==> src/thp_sensor_compensation_macros.svh <==
// Assertion macros for the sensor compensation block
`ifndef THP_SENSOR_COMPENSATION_MACROS_SVH
`define THP_SENSOR_COMPENSATION_MACROS_SVH
`ifndef NO_ASSERTIONS
`define THP_ASSERT_IMP(lbl, clk, rst_n, ante, cons) \
	lbl: assert property (@(posedge clk) disable iff (!rst_n) (ante) |-> (cons)) \
		else $error("assertion failed");
`define THP_ASSERT_NXT(lbl, clk, rst_n, ante, cons) \
	lbl: assert property (@(posedge clk) disable iff (!rst_n) (ante) |=> (cons)) \
		else $error("assertion failed");
`else
`define THP_ASSERT_IMP(lbl, clk, rst_n, ante, cons)
`define THP_ASSERT_NXT(lbl, clk, rst_n, ante, cons)
`endif
`endif

==> src/thp_pkg.sv <==
// Types, constants and arithmetic helpers of the sensor compensation block
`default_nettype none
package thp_pkg;
	localparam logic [2:0] CFG_TEMP      = 3'd0;
	localparam logic [2:0] CFG_PRESS_LO  = 3'd1;
	localparam logic [2:0] CFG_PRESS_HI  = 3'd2;
	localparam logic [2:0] CFG_PRESS_P9  = 3'd3;
	localparam logic [2:0] CFG_HUM       = 3'd4;

	localparam logic [31:0] K_64000      = 32'd64000;
	localparam logic [31:0] K_1048576    = 32'd1048576;
	localparam logic [31:0] K_3125       = 32'd3125;
	localparam logic [31:0] K_76800      = 32'd76800;
	localparam logic [31:0] K_16384      = 32'd16384;
	localparam logic [31:0] K_2097152    = 32'd2097152;
	localparam logic [31:0] K_8192       = 32'd8192;
	localparam logic [31:0] K_32768      = 32'd32768;
	localparam logic [31:0] K_128        = 32'd128;
	localparam logic [31:0] K_HUM_MAX    = 32'd419430400;

	typedef struct packed {
		logic [19:0] raw_temperature;
		logic [19:0] raw_pressure;
		logic [15:0] raw_humidity;
	} raw_t;

	typedef struct packed {
		logic signed [31:0] temperature_centi;
		logic [31:0]        pressure_pa;
		logic [16:0]        humidity_q10;
	} result_t;

	typedef struct packed {
		logic [31:0] fine;
		logic [19:0] raw_pressure;
		logic [15:0] raw_humidity;
	} fine_beat_t;

	typedef struct packed {
		logic [31:0] t1, t2, t3;
		logic [31:0] p1, p2, p3, p4, p5, p6, p7, p8, p9;
		logic [31:0] h1, h2, h3, h4, h5, h6;
	} coeff_t;

	function automatic logic [31:0] sra(input logic [31:0] x, input int n);
		sra = $unsigned($signed(x) >>> n);
	endfunction

	function automatic logic [31:0] mul32(input logic [31:0] a, input logic [31:0] b);
		mul32 = a * b;
	endfunction
endpackage
`default_nettype wire

==> src/thp_if.sv <==
// Valid/ready channel interfaces for raw readings and compensated results
`default_nettype none
interface thp_in_if;
	logic          valid;
	logic          ready;
	thp_pkg::raw_t data;
	modport source(output valid, output data, input ready);
	modport sink(input valid, input data, output ready);
endinterface

`default_nettype wire

==> src/thp_front.sv <==
// Front pipeline: accept raw readings and compute the fine temperature
`default_nettype none
module thp_front (
	input  wire logic            clk,
	input  wire logic            arst_n,
	thp_in_if.sink               in_ch,
	input  wire thp_pkg::coeff_t coeff,
	output logic                 push_valid,
	output thp_pkg::fine_beat_t  push_beat,
	input  wire logic            push_ready
);
	logic [3:0]  vld_q;
	logic        en;
	logic [31:0] x_s1, d_s1, m1_s2, dd_s2, a_s3, m2_s3, fine_s4;
	logic [19:0] p_s1, p_s2, p_s3, p_s4;
	logic [15:0] h_s1, h_s2, h_s3, h_s4;

	assign en = !vld_q[3] || push_ready;
	assign in_ch.ready = en;

	always_ff @(posedge clk or negedge arst_n) begin
		if (!arst_n) begin
			vld_q <= '0;
		end else if (en) begin
			vld_q <= {vld_q[2:0], in_ch.valid};
		end
	end

	always_ff @(posedge clk) begin
		if (en) begin
			x_s1 <= 32'(in_ch.data.raw_temperature >> 3) - (coeff.t1 << 1);
			d_s1 <= 32'(in_ch.data.raw_temperature >> 4) - coeff.t1;
			p_s1 <= in_ch.data.raw_pressure;
			h_s1 <= in_ch.data.raw_humidity;
			m1_s2 <= thp_pkg::mul32(x_s1, coeff.t2);
			dd_s2 <= thp_pkg::mul32(d_s1, d_s1);
			p_s2 <= p_s1;
			h_s2 <= h_s1;
			a_s3 <= thp_pkg::sra(m1_s2, 11);
			m2_s3 <= thp_pkg::mul32(thp_pkg::sra(dd_s2, 12), coeff.t3);
			p_s3 <= p_s2;
			h_s3 <= h_s2;
			fine_s4 <= a_s3 + thp_pkg::sra(m2_s3, 14);
			p_s4 <= p_s3;
			h_s4 <= h_s3;
		end
	end

	assign push_valid = vld_q[3];
	assign push_beat.fine = fine_s4;
	assign push_beat.raw_pressure = p_s4;
	assign push_beat.raw_humidity = h_s4;
endmodule
`default_nettype wire

==> src/flat_wrapper.sv <==
// flat-port wrapper written by rule: the top's interface ports become plain ports
module thp_front_flat 
  (clk, arst_n, coeff, push_valid, push_beat, push_ready, in_ch_valid, in_ch_data, in_ch_ready);
  thp_in_if in_ch_i ();
  input  wire logic clk;
  input  wire logic arst_n;
  input  wire thp_pkg::coeff_t coeff;
  output logic push_valid;
  output thp_pkg::fine_beat_t push_beat;
  input  wire logic push_ready;
  input wire logic [$bits(in_ch_i.valid)-1:0] in_ch_valid;
  input wire logic [$bits(in_ch_i.data)-1:0] in_ch_data;
  output wire logic [$bits(in_ch_i.ready)-1:0] in_ch_ready;
  assign in_ch_i.valid = in_ch_valid;
  assign in_ch_i.data = in_ch_data;
  assign in_ch_ready = in_ch_i.ready;
  thp_front u_core (.clk(clk), .arst_n(arst_n), .in_ch(in_ch_i), .coeff(coeff), .push_valid(push_valid), .push_beat(push_beat), .push_ready(push_ready));
endmodule
==> config.mk <==
export PLATFORM = sky130hd
export DESIGN_NAME = thp_front_flat
export DESIGN_NICKNAME = d
export VERILOG_FILES = /design/src/thp_sensor_compensation_macros.svh /design/src/thp_pkg.sv /design/src/thp_if.sv /design/src/thp_front.sv /design/src/flat_wrapper.sv
export SDC_FILE = /design/constraint.sdc
export NUM_CORES = 2
export LEC_CHECK = 0
export BUFFER_PORTS_ARGS = -buffer_cell sky130_fd_sc_hd__buf_2
export CORE_MARGIN = 1.5
export CORE_UTILIZATION = 60
export DETAILED_ROUTE_END_ITERATION = 8
export GPL_ROUTABILITY_DRIVEN = 0
export PLACE_DENSITY = 0.81
export SETUP_SLACK_MARGIN = 0.15
export SLEW_MARGIN = 20
export SYNTH_ARGS = -nofsm -noshare
export SYNTH_HDL_FRONTEND = slang
export SYNTH_SLANG_ARGS = --single-unit
==> constraint.sdc <==
create_clock -name clk -period 24.7 [get_ports clk]
set_input_delay 2.47 -clock clk [delete_from_list [all_inputs] [get_ports clk]]
set_output_delay 2.47 -clock clk [all_outputs]
set_load 0.005 [all_outputs]
==> out/results.ini <==
[synth]
syn_inst=5183
ys_async_sr_fraction=0.0142
postSynthAreaPerCell_um2=10.1
synth_commonest_cells=inv_1 (1285), fa_1 (1125), and2_1 (626), nand2_1 (598), ha_1 (396)
syn_nets=7340
synth_top_cell_by_area=fa_1
synth_edf_count=278
synth.most_common_cell=inv_1
ys_seq_elements=282
yosysWarnings=0
synth_flop_cell=edfxtp_1
yosysSeqAreaShare=0.162
yosys.area.top_type_share=0.431
syn_area_um2=52300
synthTopCellsByArea=fa_1 (43%), edfxtp_1 (16%), ha_1 (9.5%), inv_1 (9.2%), and2_1 (7.5%)
synth.distinct_cells=67

[global_route]
antenna_found_initial=12
grt_max_degree=184
overflow=0
track_usage=0.288
grt_pass1_vias=39543
grt_pass1_wl_um=202000

[timing]
rsz0062_at_grt=false
relSlewSlack=0.201
fin_crit_sh=0.375
whs_ns=0.363
worst_pin_slew_ns=1.20
min_period_ns=9.26
final.setup_skew_ns=0.0572
hold_viol_final=0
finalSetupTns_ns=0
setup_viol=0
max_freq_mhz=108
maxSlewViolCount=0

[run_status]
run_status=complete, no violations

[layout]
nNetsFinal=7393
fin_util=0.637
drive_above_1_share=0.0618
nFillCells=6806
area_delta_synth_final_pct=5.57

[clock_network]
cts_root_buf=clkbuf_16
cts_sinks=282
htreeDepth=1
path_clk_slew_ns=0.06
cts_buffer_depth=3
cts_tree=yes
post_cts_buffers=0
cts_buffers=31
clk-insertion-delay-late_ns=0.64
hold_buffers=0
post_cts_resized=0

[routing]
avgRoutedWirePerCell_um=18.9
ant_nets=0
dr.pass1.iters=5
drc=0
vias=35077
vias_per_cell=5.46
wirelength_um=121000
drtIter0Drc=2250

[worst_setup_path]
worstSetupPathType=in2reg
critical_path_required_ns=25.10
r2r_cells=24
cp-startpoint=coeff[516]
worst-path-max-fanout=28
critPathCaptureType=flip-flop
cp-endpoint=u_core.m1_s2[31]
r2r_slack_ns=16.44
rr_endpoint=u_core.dd_s2[31]
worstPathArrival_ns=9.66
worst_setup_path_start_kind=input pin
reg2reg_from=u_core.d_s1[3]

[floorplan]
fp.coreArea_um2=86600
placementRows=108
io_pins=706
die_h_um=298
dieArea_um2=88900
initial_core_util=0.604
die_x_um=298

[placed_design]
io_buffer_count=221
dp_hpwl_um=93400

[hold_path]
hp-class=reg2reg

[flow_run]
max_cap_viol_count=0

==> cells by family (layout without fill, tap and decap cells) <==
group / count (synthesis) / after routing / synth area share
flip-flops: 282 / 282 / 0.162
other: 0 / 5 / 0
XOR/XNOR: 222 / 222 / 0.0372
multiplexers: 4 / 4 / 0.000838
adder cells (fa/ha/maj): 1521 / 1521 / 0.526
buffers and inverters: 1519 / 1595 / 0.110
AND/OR/NAND/NOR: 1410 / 1410 / 0.137
AO/OA/AOI/OAI: 225 / 225 / 0.0284
==> cell usage in the layout, fill, tap and decap left out, drive strengths merged, types with 4 or more instances in the layout <==
master,instances
buf,253
dfrtp,4
inv,1289
nor2,68
a21o,23
o21bai,11
edfxtp,278
o21a,18
nand2,598
clkinv,14
xor2,70
or3,10
a31o,4
diode,5
nand4,12
clkinvlp,4
a31oi,9
xnor2,152
ha,396
nor4,7
a211oi,8
nor3,19
o211ai,9
o21ai,41
a2111oi,4
nand3,16
and2,626
and3,6
nor2b,15
fa,1125
a21oi,65
o31a,5
nand2b,16
or2,9
clkbuf,33
o31ai,5
a21boi,4
==> critical path: stages <==
cell and delay (ns):
buf_2 0.43, and2_1 0.23, fa_1 0.41, inv_1 0.09, fa_1 0.43, fa_1 0.50
fa_1 0.58, inv_1 0.06, fa_1 0.50, fa_1 0.57, fa_1 0.43, fa_1 0.46
ha_1 0.41, a22o_1 0.24, nor4_1 0.24, nand2_1 0.14, a211oi_2 0.38, o31ai_1 0.20
a21oi_1 0.32, o21ai_0 0.16, xnor2_1 0.37
==> layer usage <==
layer	vias up	global-route usage	wire, um
li1	15302	-	-
met1	18035	0.358	45800
met2	1359	0.504	61100
met3	375	0.0484	8890
met4	6	0.107	5220
met5	-	0	31
==> metrics by stage <==
stage | instance area [um2] | instances | setup slack (ns)
2_1_floorplan | 52300 | 5183 | 12.99
3_3_place_gp | 54200 | 6357 | 15.14
3_5_place_dp | 54200 | 6357 | 14.96
4_1_cts | 55200 | 6413 | 15.62
5_1_grt | 55200 | 6414 | 15.26
6_report | 55200 | 6419 | 15.44
==> layout make-up <==
class / instances / area [um2] / area share
inverter: 1286 / 4830 / 0.0874
timing repair buffer: 253 / 1380 / 0.0250
sequential: 282 / 8450 / 0.153
clock buffer: 33 / 783 / 0.0142
antenna: 5 / 12.5 / 0.000227
multi-input combinational: 3382 / 38100 / 0.690
tap: 1155 / 1450 / 0.0262
clock inverter: 23 / 200 / 0.00363
==> state kept, by name, indices dropped and copies added, names as in the netlist, 18 cells and up <==
signal / count
u_core.d_s1: 31
u_core.fine_s4: 22
u_core.a_s3: 21
u_core.m1_s2: 21
u_core.dd_s2: 20
u_core.p_s1: 20
u_core.p_s2: 20
u_core.p_s3: 20
u_core.p_s4: 20
u_core.m2_s3: 18
==> how the worst min path moves through the flow <==
stage / to / cells after the start / from
after floorplan: u_core.a_s3[0] / 0 / u_core.m1_s2[11]
after detailed placement: u_core.h_s3[5] / 0 / u_core.h_s2[5]
after global placement: u_core.p_s2[8] / 0 / u_core.p_s1[8]
final: u_core.a_s3[10] / 0 / u_core.m1_s2[21]
after global routing: u_core.a_s3[10] / 0 / u_core.m1_s2[21]
after CTS: u_core.a_s3[10] / 0 / u_core.m1_s2[21]
Power is left out: the tool's default activity adds up to more than one toggle a clock period on the data nets, which glitch-free logic cannot reach.
