===== config.mk =====
export PLATFORM = sky130hd
export DESIGN_NAME = thp_queue
export DESIGN_NICKNAME = d
export VERILOG_FILES = /design/src/thp_pkg.sv /design/src/thp_queue.sv
export VERILOG_INCLUDE_DIRS = /design/src /design/src/src
export SDC_FILE = /design/constraint.sdc
export NUM_CORES = 1
export LEC_CHECK = 0
export ABC_AREA = 1
export BUFFER_PORTS_ARGS = -buffer_cell sky130_fd_sc_hd__buf_4
export CELL_PAD_IN_SITES_DETAIL_PLACEMENT = 2
export CELL_PAD_IN_SITES_GLOBAL_PLACEMENT = 2
export CORE_MARGIN = 3
export CORE_UTILIZATION = 31
export CTS_BUF_LIST = sky130_fd_sc_hd__clkbuf_8
export DETAILED_ROUTE_END_ITERATION = 8
export GPL_TIMING_DRIVEN = 0
export PLACE_DENSITY_LB_ADDON = 0.1
export SLEW_MARGIN = 20
export SYNTH_ARGS = -nofsm -noshare
export SYNTH_HDL_FRONTEND = slang
export SYNTH_SLANG_ARGS = --single-unit

===== constraint.sdc =====
create_clock -name clk -period 7.15 [get_ports clk]
set_clock_uncertainty 0.05 [all_clocks]
set_input_delay 1.43 -clock clk [delete_from_list [all_inputs] [get_ports clk]]
set_output_delay 1.43 -clock clk [all_outputs]
set_load 0.01 [all_outputs]

===== src/thp_sensor_compensation_macros.svh =====
// Assertion macros for the sensor compensation block
`ifndef THP_SENSOR_COMPENSATION_MACROS_SVH
`define THP_SENSOR_COMPENSATION_MACROS_SVH
`ifndef NO_ASSERTIONS
`define THP_ASSERT_IMP(lbl, clk, rst_n, ante, cons) \
	lbl: assert property (@(posedge clk) disable iff (!rst_n) (ante) |-> (cons)) \
		else $error("assertion failed");
`define THP_ASSERT_NXT(lbl, clk, rst_n, ante, cons) \
	lbl: assert property (@(posedge clk) disable iff (!rst_n) (ante) |=> (cons)) \
		else $error("assertion failed");
`else
`define THP_ASSERT_IMP(lbl, clk, rst_n, ante, cons)
`define THP_ASSERT_NXT(lbl, clk, rst_n, ante, cons)
`endif
`endif


===== src/thp_pkg.sv =====
// Types, constants and arithmetic helpers of the sensor compensation block
`default_nettype none
package thp_pkg;
	localparam logic [2:0] CFG_TEMP      = 3'd0;
	localparam logic [2:0] CFG_PRESS_LO  = 3'd1;
	localparam logic [2:0] CFG_PRESS_HI  = 3'd2;
	localparam logic [2:0] CFG_PRESS_P9  = 3'd3;
	localparam logic [2:0] CFG_HUM       = 3'd4;

	localparam logic [31:0] K_64000      = 32'd64000;
	localparam logic [31:0] K_1048576    = 32'd1048576;
	localparam logic [31:0] K_3125       = 32'd3125;
	localparam logic [31:0] K_76800      = 32'd76800;
	localparam logic [31:0] K_16384      = 32'd16384;
	localparam logic [31:0] K_2097152    = 32'd2097152;
	localparam logic [31:0] K_8192       = 32'd8192;
	localparam logic [31:0] K_32768      = 32'd32768;
	localparam logic [31:0] K_128        = 32'd128;
	localparam logic [31:0] K_HUM_MAX    = 32'd419430400;

	typedef struct packed {
		logic [19:0] raw_temperature;
		logic [19:0] raw_pressure;
		logic [15:0] raw_humidity;
	} raw_t;

	typedef struct packed {
		logic signed [31:0] temperature_centi;
		logic [31:0]        pressure_pa;
		logic [16:0]        humidity_q10;
	} result_t;

	typedef struct packed {
		logic [31:0] fine;
		logic [19:0] raw_pressure;
		logic [15:0] raw_humidity;
	} fine_beat_t;

	typedef struct packed {
		logic [31:0] t1, t2, t3;
		logic [31:0] p1, p2, p3, p4, p5, p6, p7, p8, p9;
		logic [31:0] h1, h2, h3, h4, h5, h6;
	} coeff_t;

	function automatic logic [31:0] sra(input logic [31:0] x, input int n);
		sra = $unsigned($signed(x) >>> n);
	endfunction

	function automatic logic [31:0] mul32(input logic [31:0] a, input logic [31:0] b);
		mul32 = a * b;
	endfunction
endpackage
`default_nettype wire


===== src/thp_queue.sv =====
// Short queue between the front and back pipelines
`default_nettype none
`include "thp_sensor_compensation_macros.svh"
module thp_queue #(
	parameter int DEPTH = 4
) (
	input  wire logic                clk,
	input  wire logic                arst_n,
	input  wire logic                push_valid,
	input  wire thp_pkg::fine_beat_t push_beat,
	output logic                     push_ready,
	output logic                     pop_valid,
	output thp_pkg::fine_beat_t      pop_beat,
	input  wire logic                pop_ready
);
	localparam int PW = (DEPTH > 1) ? $clog2(DEPTH) : 1;
	localparam int CW = $clog2(DEPTH + 1);
	localparam logic [PW-1:0] LAST = PW'(DEPTH - 1);
	localparam logic [CW-1:0] FULL = CW'(DEPTH);

	thp_pkg::fine_beat_t mem_q [DEPTH];
	logic [PW-1:0] wr_ptr_q, rd_ptr_q;
	logic [CW-1:0] count_q;
	logic          push, pop;

	assign push_ready = count_q != FULL;
	assign pop_valid  = count_q != '0;
	assign push = push_valid && push_ready;
	assign pop  = pop_valid && pop_ready;
	assign pop_beat = mem_q[rd_ptr_q];

	always_ff @(posedge clk or negedge arst_n) begin
		if (!arst_n) begin
			wr_ptr_q <= '0;
			rd_ptr_q <= '0;
			count_q  <= '0;
		end else begin
			if (push) begin
				wr_ptr_q <= (wr_ptr_q == LAST) ? '0 : wr_ptr_q + 1'b1;
			end
			if (pop) begin
				rd_ptr_q <= (rd_ptr_q == LAST) ? '0 : rd_ptr_q + 1'b1;
			end
			if (push && !pop) begin
				count_q <= count_q + 1'b1;
			end else if (pop && !push) begin
				count_q <= count_q - 1'b1;
			end
		end
	end

	always_ff @(posedge clk) begin
		if (push) begin
			mem_q[wr_ptr_q] <= push_beat;
		end
	end

	`THP_ASSERT_IMP(a_count_bound, clk, arst_n, 1'b1, count_q <= FULL)
	`THP_ASSERT_NXT(a_fill_step, clk, arst_n, push && !pop, count_q == $past(count_q) + 1'b1)
	`THP_ASSERT_IMP(a_empty_ptrs, clk, arst_n, count_q == '0, wr_ptr_q == rd_ptr_q)
endmodule
`default_nettype wire


==> results of run 1 <==
==> placed cells by master (no fill, tap or decap), types with 2 or more instances in the layout <==
cell and count:
dfrtp_1 7, ha_1 6, buf_4 145, nand2_1 219
o211ai_1 136, nor2_1 2, edfxtp_1 272, buf_6 2
inv_1 171, buf_16 9, buf_12 5, clkbuf_1 4
clkinv_1 4, nand3_1 7, clkbuf_8 57, nor2_4 4
buf_2 35
==> how the worst max path moves through the flow <==
stage,from,endpoint,slack [ns],depth (start not counted)
finish,rd_ptr_q[1],pop_beat[6],3.49,5
detailed placement,push_valid,mem_q[1][21],3.81,6
floorplan,push_valid,mem_q[0][0],2.18,2
global placement,push_valid,mem_q[1][21],-1.08,3
CTS,rd_ptr_q[1],pop_beat[6],3.40,5
global route,rd_ptr_q[1],pop_beat[13],3.32,5
==> flip-flops by register name, summed over array words and instances (netlist names) <==
register / flops
wr_ptr_q: 2
rd_ptr_q: 2
count_q: 3
mem_q: 272
==> tightest hold or removal path, stage by stage, from the launching register on <==
cell     delay [ns]
dfrtp_1        0.36
nand2_1        0.06
nand2_1        0.05
==> routing by layer <==
layer | routed length (µm) | share of wire, %
met2 | 15100 | 49
met1 | 13600 | 45
met5 | 10 | 0.033
met3 | 1370 | 4.5
met4 | 439 | 1.4
==> logic make-up (layout without fill, tap and decap cells) <==
family,after synthesis,after routing
XOR/XNOR,1,1
AND/OR/NAND/NOR,233,233
AO/OA/AOI/OAI,137,137
buffers and inverters,195,433
flip-flops,279,279
adder cells (fa/ha/maj),7,7
==> where the power goes <==
group          internal (mW)  leakage [nW]  total, mW  switching [mW]
logic                  0.890          2.57       2.31            1.42
registers               2.15          2.58       2.23          0.0826
clock network          0.713         0.533       1.32           0.605
total                   3.75          5.68       5.85            2.10
==> cell type report <==
class / count / area, µm²
clock inverter: 26 / 97.6
multi-input combinational: 378 / 2050
inverter: 150 / 563
sequential: 279 / 8340
fill: 3601 / 21000
timing repair buffer: 155 / 1410
clock buffer: 57 / 785
buffer: 45 / 243
tap: 455 / 569
==> results.sh, run 1 <==
export IMPL_tns_ns=0
export IMPL_synthArstFlopShare_pct=2.51
export IMPL_status="complete, no violations"
export IMPL_drv_slew=0
export IMPL_hold_ws_ns=0.457
export IMPL_crit_buf_inv=3
export IMPL_grt_first_pass_wirelength_um=47400
export IMPL_gr_total_overflow=0
export IMPL_rows=68
export IMPL_insertion_delay_ns=0.54
export IMPL_synth_compound_area_share_pct=9.19
export IMPL_min_path_cells=2
export IMPL_grt_util_all_layers_pct=16.0
export IMPL_drt_total_wl_um=30600
export IMPL_synthCells=852
export IMPL_setup_viol=0
export IMPL_path_cells="buf_2 > clkbuf_1 > o211ai_1 > nand2_1 > buf_4"
export IMPL_pin_count=142
export IMPL_layout_setup_ws_ns=3.49
export IMPL_slowest_delay_ns=0.49
export IMPL_maxSlewHeadroom_pct=54.9
export IMPL_cp_end_kind="primary output"
export IMPL_fin_cells=1545
export IMPL_layout_drive_gt1_share_pct=23.7
export IMPL_leakage_nw=5.68
export IMPL_met2_usage_pct=27.6
export IMPL_detailedRoute_firstPassIterationCount=5
export IMPL_pre_cts_slack_ns=3.81
export IMPL_io_buffers=141
export IMPL_dr_first_iter_drc_count=222
export IMPL_drc=0
export IMPL_cts_root_buf="clkbuf_8"
export IMPL_cts_clk_slew_worst_paths_ns=0.05
export IMPL_timing_fmax_ghz=0.273
export IMPL_design_area_um2=14100
export IMPL_antenna_found_initial=1
export IMPL_synth_top_family_by_area="compound AO/OA/AOI/OAI gates"
export IMPL_vdd_ir_drop_max_mv=0.146
export IMPL_clockBufferDepth=3
export IMPL_ant_nets=0
export IMPL_routedWlPerCell_um=19.8
export IMPL_crit_family="buffers and inverters"
export IMPL_post_route_min_period_ns=3.66
export IMPL_fin_crit_sh_pct=51.2
export IMPL_grt_max_degree=22
export IMPL_synthXorXnorAreaFrac_pct=0.0784
export IMPL_ys_seq_area_share_pct=74.7
export IMPL_crit_arrival_ns=2.18
export IMPL_pwr_density_cell_nw_per_um2=416
export IMPL_critical_path_class="reg2out"
export IMPL_h_tree_depth=2
export IMPL_rr_endpoint="mem_q[1][28]"
export IMPL_cts_made_buffers=50
export IMPL_fin_util_pct=40.1
export IMPL_synth_commonest_cells="272 x edfxtp_1, 219 x nand2_1, 149 x inv_1"
export IMPL_gr_usage_met1_pct=20.8
export IMPL_nets=1138
export IMPL_start_kind="register"
export IMPL_gp_congestion=0.689
export IMPL_rrSetupSlack_ns=4.72
export IMPL_post_cts_buffers=0
export IMPL_r2r_cells=7
export IMPL_synth_most_common_cell="edfxtp_1"
export IMPL_rsz0062_at_grt="no"
export IMPL_ys_seq_elements=279
export IMPL_syn_cell_area_um2=11200
export IMPL_reg2reg_from="count_q[0]"
export IMPL_area_delta_synth_final_pct=25.9
export IMPL_yosys_area_share_simple_pct=7.93
export IMPL_place_area_um2=13200
export IMPL_dp_cells=1462
export IMPL_syn_nets=931
export IMPL_synth_top_area_share_pct=73.2
export IMPL_drv_cap=0
export IMPL_synth_edf_count=272
export IMPL_met3_usage_pct=3.30
export IMPL_dpl_hpwl_um=20600
export IMPL_ctsHoldBuffers=0
export IMPL_busiest_layer="met2"
export IMPL_grt_pass1_vias=8167
export IMPL_cts_resized=0
export IMPL_die_x_um=196
export IMPL_viasPerCell=4.66
export IMPL_final_hold_viol_count=0
export IMPL_avgSynthCellArea_um2=13.1
export IMPL_synth_adder_area_share_pct=0.852
export IMPL_worst_pin_slew_ns=0.675
export IMPL_cts_sinks=279
export IMPL_required_ns=5.67
export IMPL_hold_class="reg2reg"
export IMPL_initial_core_util_pct=31.8
export IMPL_fp_dieArea_um2=38300
export IMPL_synthMuxAreaShare_pct=0
export IMPL_totalPowerFinal_mw=5.85
export IMPL_yosys_warnings=0
export IMPL_cts_tree="built"
export IMPL_vias=7199
export IMPL_ys_flop_type="edfxtp_1"
export IMPL_min_delay_start="count_q[2]"
export IMPL_yosysTopAreaCell="edfxtp_1"
export IMPL_core_um2=35100
export IMPL_cp_slowest_cell="clkbuf_1"
export IMPL_die_h_um=196
export IMPL_antenna_cells=0
export IMPL_cp_max_fo=10
export IMPL_min_to="count_q[2]"
export IMPL_synth_cell_types=17
export IMPL_synth_area_leaders="edfxtp_1 73%, o211ai_1 9.1%, nand2_1 7.4%"
(Power assumes the default switching activity.)
==> run 2: changes to the inputs <==
Settings changed: ABC_AREA 1 to 0.
Clock period 7.15 ns to 3.3 ns, I/O delays scaled along.
==> run 2 against run 1 <==
Effect of this change: power is 96% higher; sequential cell count did not move; synthesized cell count shrank 54%; sequential power grew 120%; largest power group is now registers; wire length is 26% lower.
==> results.sh, run 2 <==
export IMPL_area_delta_synth_final_pct=24.8
export IMPL_pwr_density_cell_nw_per_um2=890
export IMPL_synth_top_area_share_pct=79.1
export IMPL_cts_sinks=279
export IMPL_power_switching_mw=3.41
export IMPL_crit_arrival_ns=2.23
export IMPL_mostFrequentLayoutCells="272 x edfxtp_1, 142 x buf_4, 68 x mux4_2, 50 x clkbuf_8, 22 x inv_1"
export IMPL_ant_nets=0
export IMPL_clockBufferDepth=3
export IMPL_insertion_delay_ns=0.53
export IMPL_layout_drive_gt1_share_pct=47.2
export IMPL_synth_most_common_cell="edfxtp_1"
export IMPL_synthArstFlopShare_pct=2.51
export IMPL_detailedRoute_firstPassIterationCount=4
export IMPL_die_x_um=189
export IMPL_core_um2=32700
export IMPL_pin_count=142
export IMPL_synthMuxAreaShare_pct=15.4
export IMPL_ys_flop_type="edfxtp_1"
export IMPL_routedWlPerCell_um=21.2
export IMPL_layout_commonest_cell="edfxtp_1"
export IMPL_layout_setup_ws_ns=0.359
export IMPL_largest_reg_flops=272
export IMPL_synth_compound_area_share_pct=0.109
export IMPL_cp_max_fo=10
export IMPL_worst_pin_slew_ns=0.602
export IMPL_antenna_found_initial=0
export IMPL_synth_adder_area_share_pct=0.921
export IMPL_syn_nets=472
export IMPL_viasPerCell=4.53
export IMPL_yosys_area_share_simple_pct=0.569
export IMPL_setup_viol=0
export IMPL_hold_class="in2reg"
export IMPL_maxSlewHeadroom_pct=59.8
export IMPL_drc=0
export IMPL_cts_clk_slew_worst_paths_ns=0.06
export IMPL_drv_slew=0
export IMPL_ys_seq_elements=279
export IMPL_power_frac_clock_pct=23.6
export IMPL_reg_top3="mem_q: 272 flops, count_q: 3 flops"
export IMPL_antenna_cells=0
export IMPL_fin_crit_sh_pct=89.1
export IMPL_synth_edf_count=272
export IMPL_cts_root_buf="clkbuf_8"
export IMPL_post_route_min_period_ns=2.94
export IMPL_vias=4813
export IMPL_pre_cts_slack_ns=0.786
export IMPL_post_cts_buffers=0
export IMPL_grt_util_all_layers_pct=12.8
export IMPL_timing_fmax_ghz=0.340
export IMPL_start_kind="register"
export IMPL_yosysTopAreaCell="edfxtp_1"
export IMPL_synthCells=393
export IMPL_totalPowerFinal_mw=11.5
export IMPL_synth_top_family_by_area="multiplexers"
export IMPL_cts_made_buffers=50
export IMPL_rsz0062_at_grt="no"
export IMPL_nets=670
export IMPL_initial_core_util_pct=31.6
export IMPL_swShare_pct=29.7
export IMPL_drt_total_wl_um=22500
export IMPL_largest_register="mem_q"
export IMPL_die_h_um=189
export IMPL_drv_cap=0
export IMPL_synth_cell_types=18
export IMPL_dpl_hpwl_um=13600
export IMPL_ys_seq_area_share_pct=80.8
export IMPL_cp_end_kind="primary output"
export IMPL_p_seq_share_pct=42.3
export IMPL_fp_dieArea_um2=35500
export IMPL_cts_tree="built"
export IMPL_grt_max_degree=37
export IMPL_h_tree_depth=2
export IMPL_grt_first_pass_wirelength_um=34300
export IMPL_required_ns=2.59
export IMPL_rows=66
export IMPL_hold_ws_ns=0.257
export IMPL_synthXorXnorAreaFrac_pct=0.254
export IMPL_final_hold_viol_count=0
export IMPL_vdd_ir_drop_max_mv=0.339
export IMPL_dr_first_iter_drc_count=215
export IMPL_synth_area_leaders="edfxtp_1 79%, mux4_2 15%, dfrtp_1 1.7%"
export IMPL_p_int_mw=8.06
export IMPL_critical_path_class="reg2out"
export IMPL_leakage_nw=4.45
export IMPL_gp_congestion=0.673
export IMPL_gr_total_overflow=0
export IMPL_io_buffers=141
export IMPL_status="complete, no violations"
export IMPL_power_frac_comb_pct=34.1
export IMPL_avgSynthCellArea_um2=26.3
export IMPL_grt_pass1_vias=5668
export IMPL_syn_cell_area_um2=10300
export IMPL_synth_commonest_cells="272 x edfxtp_1, 68 x mux4_2, 7 x buf_12, 7 x buf_2, 7 x dfrtp_1"
export IMPL_yosys_warnings=0
run 2: cell types whose count changed after synthesis, sizes merged, moves of 5 or more:
cell    change
inv       -147
buf        -25
nand2     -217
mux4       +68
o211ai    -136
mux2        +5
nand3       -7
run 2: cell type report:
| cell class | count | area, µm² |
|---|---|---|
| fill | 3142 | 19800 |
| multi-input combinational | 95 | 1790 |
| tap | 442 | 553 |
| clock buffer | 50 | 688 |
| inverter | 3 | 11.3 |
| sequential | 279 | 8340 |
| buffer | 16 | 194 |
| clock inverter | 32 | 128 |
| timing repair buffer | 146 | 1180 |
run 2: power by group through the flow:
stage | clock [mW] | combinational [mW] | sequential, mW
2_1_floorplan | 0 | 2.28 | 4.91
3_3_place_gp | 0 | 3.93 | 4.99
3_5_place_dp | 0 | 4.09 | 4.94
4_1_cts | 2.86 | 4.10 | 4.87
5_1_grt | 2.99 | 4.26 | 4.92
6_report | 2.70 | 3.91 | 4.86
run 2: cell families after synthesis:
kind of cell / count (synthesis)
adder cells (fa/ha/maj): 7
flip-flops: 279
buffers and inverters: 19
multiplexers: 73
AO/OA/AOI/OAI: 1
XOR/XNOR: 3
AND/OR/NAND/NOR: 11
run 2: worst max-delay path, stage by stage, from the launching register on:
cell,delay [ns]
dfrtp_1,0.35
buf_2,0.22
buf_2,0.34
buf_4,0.29
mux4_2,0.33
buf_4,0.16
run 2: final timing paths:
check	slack (ns)	start	to	cells after the start
max	0.36	rd_ptr_q[1]	pop_beat[43]	5
min	0.26	push_beat[14]	mem_q[2][14]	1
max reg2reg	1.05	count_q[1]	count_q[2]	8
min reg2reg	0.50	count_q[2]	count_q[2]	1
max in group asynchronous	2.65	arst_n	count_q[2]	2
min in group asynchronous	0.42	arst_n	count_q[0]	2
run 2: metrics by stage:
| step | setup TNS (ns) | area, µm² | cells | utilization, % |
|---|---|---|---|---|
| after floorplan | 0 | 10300 | 393 | - |
| after global placement | -400.69 | 11900 | 976 | 36.5 |
| after detailed placement | 0 | 12100 | 980 | 36.9 |
| after CTS | 0 | 12900 | 1063 | 39.4 |
| after global routing | 0 | 12900 | 1063 | 39.4 |
| final | 0 | 12900 | 1063 | 39.4 |
run 2: routing by layer:
metal  track usage, %  share of wire [%]  vias up
li1                 -                  -     2078
met1             16.2                 41     2552
met4             4.01                2.5        0
met2             21.6                 50      135
met5                0                  0        -
met3             3.53                5.8       48
run 2: timing repair:
action,in CTS,in global routing
gates resized for setup,0,0
hold buffers,1,0
hold endpoints to repair,7,0
